--- src/sv/gbp_pkg.sv ---
// ----------------------------------------------------------------------------
// gbp_pkg
// Types and codes shared by the grid broad-phase collision block.
// ----------------------------------------------------------------------------
package gbp_pkg;

  // command codes
  localparam logic [1:0] CmdInsert = 2'd0;
  localparam logic [1:0] CmdCheck  = 2'd1;
  localparam logic [1:0] CmdClear  = 2'd2;
  localparam logic [1:0] CmdUnused = 2'd3;

  // result status codes
  localparam logic [2:0] StatInserted = 3'd0;
  localparam logic [2:0] StatOutside  = 3'd1;
  localparam logic [2:0] StatFull     = 3'd2;
  localparam logic [2:0] StatCleared  = 3'd3;
  localparam logic [2:0] StatPair     = 3'd4;
  localparam logic [2:0] StatBadIndex = 3'd5;

  // configuration register indexes
  localparam logic RegAreaWidth  = 1'b0;
  localparam logic RegAreaHeight = 1'b1;

  localparam logic [14:0] AreaWidthRst  = 15'd800;
  localparam logic [14:0] AreaHeightRst = 15'd600;

  typedef struct packed {
    logic signed [15:0] x;
    logic signed [15:0] y;
    logic [14:0]        w;
    logic [14:0]        h;
  } box_t;

  typedef struct packed {
    logic [1:0]         cmd;
    logic signed [15:0] body_x;
    logic signed [15:0] body_y;
    logic [14:0]        body_w;
    logic [14:0]        body_h;
    logic signed [15:0] sight_x;
    logic signed [15:0] sight_y;
    logic [14:0]        sight_w;
    logic [14:0]        sight_h;
    logic               has_sight;
    logic [1:0]         cell_sel;
    logic [3:0]         entry_sel;
  } item_t;

  typedef struct packed {
    logic [2:0] status;
    logic [1:0] placed_cell;
    logic [3:0] placed_index;
    logic [3:0] other_index;
    logic       pair_valid;
    logic       body_hit;
    logic       sight_hit;
    logic       last;
  } res_t;

endpackage

--- src/sv/gbp_pair_cmp.sv ---
// ----------------------------------------------------------------------------
// gbp_pair_cmp
// Strict-overlap box tests of one stored entry against another body.
// ----------------------------------------------------------------------------
module gbp_pair_cmp (
  input  gbp_pkg::box_t mine_i,
  input  gbp_pkg::box_t sight_i,
  input  logic          has_sight_i,
  input  gbp_pkg::box_t other_i,
  output logic          body_hit_o,
  output logic          sight_hit_o
);

  function automatic logic overlap(gbp_pkg::box_t a, gbp_pkg::box_t b);
    logic signed [16:0] ax, ay, bx, by, ar, ab, br, bb;
    ax = {a.x[15], a.x};
    ay = {a.y[15], a.y};
    bx = {b.x[15], b.x};
    by = {b.y[15], b.y};
    ar = ax + $signed({2'b00, a.w});
    ab = ay + $signed({2'b00, a.h});
    br = bx + $signed({2'b00, b.w});
    bb = by + $signed({2'b00, b.h});
    return (ax < br) && (ar > bx) && (ay < bb) && (ab > by);
  endfunction

  assign body_hit_o  = overlap(mine_i, other_i);
  assign sight_hit_o = has_sight_i && overlap(sight_i, other_i);

endmodule

--- config.mk ---
export PLATFORM = sky130hd
export DESIGN_NAME = gbp_pair_cmp
export DESIGN_NICKNAME = d
export VERILOG_FILES = /design/src/sv/gbp_pkg.sv /design/src/sv/gbp_pair_cmp.sv
export SDC_FILE = /design/constraint.sdc
export NUM_CORES = 1
export LEC_CHECK = 0
export BUFFER_PORTS_ARGS = -buffer_cell sky130_fd_sc_hd__buf_2
export CAP_MARGIN = 20
export CORE_MARGIN = 4
export CORE_UTILIZATION = 40
export DETAILED_ROUTE_END_ITERATION = 10
export PLACE_DENSITY = 0.64
export SKIP_LAST_GASP = 1
export SYNTH_ARGS = -nofsm -noshare
export SYNTH_HDL_FRONTEND = slang
export SYNTH_SLANG_ARGS = --single-unit
export TNS_END_PERCENT = 20
--- constraint.sdc ---
create_clock -name vclk -period 7
set_clock_uncertainty 0.05 [all_clocks]
set_input_delay 1.75 -clock vclk [all_inputs]
set_output_delay 1.75 -clock vclk [all_outputs]
set_load 0.005 [all_outputs]
==> Yosys cells after proc, flatten, opt, wreduce, memory -nomap -nowiden <==
Index checks and enable logic that the tools add are counted.
{ "op_classes": {"addsub": 6, "magnitude_cmp": 8, "n_reduce_logical": 7} }
{ "op_table": {"columns": ["operator", "n"], "rows": [
  ["$add A16 B16 Y17", 6],
  ["$gt A17 B16 Y1", 4],
  ["$lt A16 B17 Y1", 4],
  ["$logic_and A1 B1 Y1", 7]
]} }
{ "totals": {"ff_bits": 0, "inputBits": 187, "output_inout_bits": 2, "wordCells": 21} }

==> Longest topological paths before layout <==
{ "depth": {"word_depth": 6, "ltp_mapped": 20, "mapped_depth_nobuf": 20} }

==> Worst setup path after synthesis <==
No wires, ideal clock.
{ "synth_path": {"kind": "input to output", "from": "input port other_i[15] (netlist bit)", "to": "output port body_hit_o", "arrival_time_ns": 5.332, "t_required_ns": 5.200, "path_slack_ns": -0.132, "path_stages": 18, "n_path_buf": 0, "path_cell_list": "ha_1 > fa_1 > a21o_1 > a21oi_2 > nor2b_1 > o41a_1 > o311a_1 > o21a_1 > o21ai_1 > nand3b_1 > ha_1 > nand4_1 > nor2_1 > a21oi_1 > o21ai_0 > a41oi_1 > mux2_2 > nor4_1"} }
{ "synth_between": {"elab_chain_len": 5} }
{ "synth_rtl": {"columns": ["element", "line_no", "source"], "rows": [
  ["start: declaration", "gbp_pair_cmp.sv:9", "input gbp_pkg::box_t other_i,"],
  ["$add A16 B16 Y17", "gbp_pair_cmp.sv:22", "br = bx + $signed({2'b00, b.w});"],
  ["$lt A16 B17 Y1", "gbp_pair_cmp.sv:24", "return (ax < br) && (ar > bx) && (ay < bb) && (ab > by);"],
  ["$logic_and A1 B1 Y1 (3 in a row)", "gbp_pair_cmp.sv:24", null],
  ["end: declaration", "gbp_pair_cmp.sv:10", "output logic body_hit_o,"]
]} }
No other way between the ends.

==> Final worst setup path <==
{ "layout_path": {"from": "input port other_i[46] (netlist bit)", "to": "output port sight_hit_o"} }
{ "layout_between": {"elab_chain_len": 6, "elab_cells_between_ends": 7, "cone_classes": "add/sub (1); order compare (2); reduce/logical (4)"} }
{ "layout_rtl": {"columns": ["element", "line_no", "source"], "rows": [
  ["$add A16 B16 Y17", "gbp_pair_cmp.sv:22", null],
  ["$lt A16 B17 Y1", "gbp_pair_cmp.sv:24", null],
  ["$logic_and A1 B1 Y1 * (3 in a row)", "gbp_pair_cmp.sv:24", null],
  ["$logic_and A1 B1 Y1 *", "gbp_pair_cmp.sv:28", "assign sight_hit_o = has_sight_i && overlap(sight_i, other_i);"],
  ["end: declaration", "gbp_pair_cmp.sv:11", "output logic sight_hit_o"]
]} }
Mark *: on every way between the ends. The rest lies on a longest branch, timed or not.

==> impl_metrics.sql <==
INSERT INTO impl_metrics (metric_group, metric, value, unit) VALUES
('placement', 'placed_area', '8890', 'um2'),
('grt', 'grt_start_max_net_pins', '9', ''),
('drt', 'route.final.wire_length', '21400', 'um'),
('outcome', 'violations', 'setup timing', ''),
('floorplan', 'initial_core_util', '41.2', '%'),
('power', 'design_power_total', '0.000951', 'W'),
('finish', 'area.sequential', '0', 'um2'),
('power', 'total_leakage_power', '5.02', 'nW'),
('yosys', 'ys_types', '61', ''),
('timing', 'final_max_slew_viol_count', '0', ''),
('timing', 'grt_setup_unrepaired', 'true', ''),
('critical_path', 'cp_data_arrival_time', '5.55', 'ns'),
('yosys', 'synth.largest_area_cell', 'sky130_fd_sc_hd__ha_1', ''),
('drt', 'drtAntennaViolNets', '0', ''),
('placement', 'place.gp.congestion', '0.902', ''),
('worst_hold_path', 'hold_depth', '7', ''),
('finish', 'diodes', '0', ''),
('critical_path', 'worst-setup-path-type', 'in2out', ''),
('finish', 'multi_input_comb_area', '6720', 'um2'),
('yosys', 'count_of_yosys_warnings_during_synthesis', '0', ''),
('finish', 'finalInstanceArea', '9060', 'um2'),
('yosys', 'post_synth_instance_area', '6880', 'um2'),
('critical_path', 'critPathMostFrequentCell', 'sky130_fd_sc_hd__buf_4', ''),
('worst_hold_path', 'worstHoldPathType', 'in2out', ''),
('drt', 'firstDrtPassIters', '5', ''),
('timing', 'maxSlewHeadroom', '62.6', '%'),
('critical_path', 'crit_family', 'compound AO/OA/AOI/OAI gates', ''),
('finish', 'seq_cells', '0', ''),
('yosys', 'post_synth_main_area_contributors', 'sky130_fd_sc_hd__ha_1 40%, sky130_fd_sc_hd__a21o_1 8.2%, sky130_fd_sc_hd__a21oi_1 6.2%', ''),
('critical_path', 'timing.critical_path.cells', 'buf_8 > ha_4 > fa_2 > a21o_1 > a21oi_2 > nor2b_2 > o41a_1 > o311a_1 > o21a_1 > o21ai_2 > nand3b_1 > buf_4 > buf_4 > ha_4 > and4_4 > nand4_1 > a21o_1 > a2111oi_2 > buf_4 > buf_2', ''),
('timing', 'setup_viol', '2', ''),
('critical_path', 'cp.required', '5.20', 'ns'),
('power', 'irDropWorstVdd', '43.0', 'uV'),
('timing', 'final_min_period_over_clock_period', '105', '%'),
('yosys', 'synth_commonest_cells', '222 x sky130_fd_sc_hd__ha_1, 85 x sky130_fd_sc_hd__a21oi_1, 75 x sky130_fd_sc_hd__a21o_1, 75 x sky130_fd_sc_hd__inv_1, 53 x sky130_fd_sc_hd__nor2_1', ''),
('yosys', 'synthesis.instances', '883', ''),
('grt', 'first_global_vias', '7590', ''),
('cts', 'cts.hold.buffers_added', '0', ''),
('floorplan', 'die_footprint', '19400', 'um2'),
('placement', 'placement.setup.worst_slack', '-0.582', 'ns'),
('grt', 'wire_length_of_the_first_global_routing_pass', '34800', 'um'),
('finish', 'clock_buffer_count_in_the_final_layout', '0', ''),
('finish', 'flow.area_growth_from_synthesis', '31.7', '%'),
('timing', 'maxClockFrequency', '136', 'MHz'),
('yosys', 'synth.most_common_cell', 'sky130_fd_sc_hd__ha_1', ''),
('timing', 'hold_ws', '4.02', 'ns'),
('timing', 'report.final.hold_viol_count', '0', ''),
('critical_path', 'worstSetupStartpointType', 'input pin', ''),
('placement', 'port_bufs', '189', ''),
('yosys', 'synth_top_cell_area_share', '40.4', '%'),
('finish', 'num-fill-cells', '1646', ''),
('flow_run', 'maxCapViolations', '0', ''),
('timing', 'setup_ws', '-0.350', 'ns'),
('critical_path', 'cp_slowest_cell', 'sky130_fd_sc_hd__fa_2', ''),
('drt', 'drt-initial-drc-count', '260', ''),
('critical_path', 'cp_max_fo', '2', ''),
('drt', 'post_drt_wl_per_cell', '15.3', 'um'),
('floorplan', 'placeableCoreArea', '16700', 'um2'),
('outcome', 'run_status', 'finished with violations', ''),
('floorplan', 'fp.dieW', '139', 'um'),
('finish', 'drive_above_1_share', '27.7', '%'),
('grt', 'grt.overflow.total', '0', ''),
('yosys', 'mappedNetlistNets', '1298', ''),
('drt', 'avg_vias_per_cell', '5.39', ''),
('drt', 'drc', '0', ''),
('critical_path', 'path_depth', '20', ''),
('timing', 'worst_pin_slew', '0.556', 'ns'),
('yosys', 'postSynthAreaPerCell', '7.79', 'um2'),
('critical_path', 'end_kind', 'primary output', ''),
('yosys', 'ys_seq_area_share', '0', '%'),
('drt', 'route.vias.total', '7550', '');
layout make-up:
| class | count | share of cell area [%] |
|---|---|---|
| timing repair buffer | 298 | 19.7 |
| tap | 220 | 3.04 |
| inverter | 75 | 3.11 |
| multi-input combinational | 807 | 74.2 |
worst min-delay path, stage by stage:
cell                        delay (ns)
sky130_fd_sc_hd__buf_2            0.09
sky130_fd_sc_hd__inv_1            0.05
sky130_fd_sc_hd__a221oi_1         0.04
sky130_fd_sc_hd__nand4_1          0.10
sky130_fd_sc_hd__a2111oi_2        0.04
sky130_fd_sc_hd__buf_4            0.12
sky130_fd_sc_hd__buf_2            0.11
cell usage in the layout, fill, tap and decap left out, drive strengths merged, types with 5 or more instances in the layout:
master,netlist,routed
a31oi,9,9
nor2,53,53
ha,222,222
nand2,35,35
buf,0,298
o21ai,39,39
xor2,24,24
xnor2,46,46
o21a,18,18
nor4,6,6
o31ai,11,11
a21oi,87,87
nand4,26,26
inv,75,75
fa,6,6
and2,5,5
a211oi,8,8
o211ai,5,5
nor3,15,15
a21o,75,75
nand3,13,13
or3,5,5
nand2b,12,12
o21bai,8,8
nor2b,16,16
and3,8,8
path summary, 6_finish.rpt:
check,slack [ns],endpoint,start
worst max-delay path,-0.35,sight_hit_o,other_i[46]
worst min-delay path,4.02,sight_hit_o,has_sight_i
kinds of logic after synthesis:
group	count (synthesis)	synth area share [%]
and+or+nand+nor	209	15.6
adders and majority gates	228	42.1
AOI/OAI and AO/OA	298	28.9
buffers and inverters	76	4.15
muxes	2	0.309
xor gates and xnor gates	70	8.91
repair_timing:
item                       4_1_cts  5_1_grt
setup endpoints to repair        2        2
pin swaps                       20        3
gates resized for setup         17        8
setup buffers                    5        1
per-layer routing:
metal / GRT usage, % / vias up / routed length, um
li1: - / 3952 / -
met1: 28.5 / 3415 / 10200
met2: 37.1 / 165 / 9860
met3: 1.93 / 18 / 1020
met4: 2.68 / 0 / 301
met5: 0 / - / 0
power by group:
group,switching (W),internal [W]
clock,0,0
sequential,0,0
combinational,0.000480,0.000471
metrics by stage:
step,util [%],setup TNS (ns),instances
2_1_floorplan,-,-0.0320,883
3_3_place_gp,53.2,-0.947,1394
3_5_place_dp,53.2,-1.12,1394
4_1_cts,53.9,-0.664,1399
5_1_grt,54.2,-1.02,1400
6_report,54.2,-0.659,1400
(Power assumes the default switching activity.)
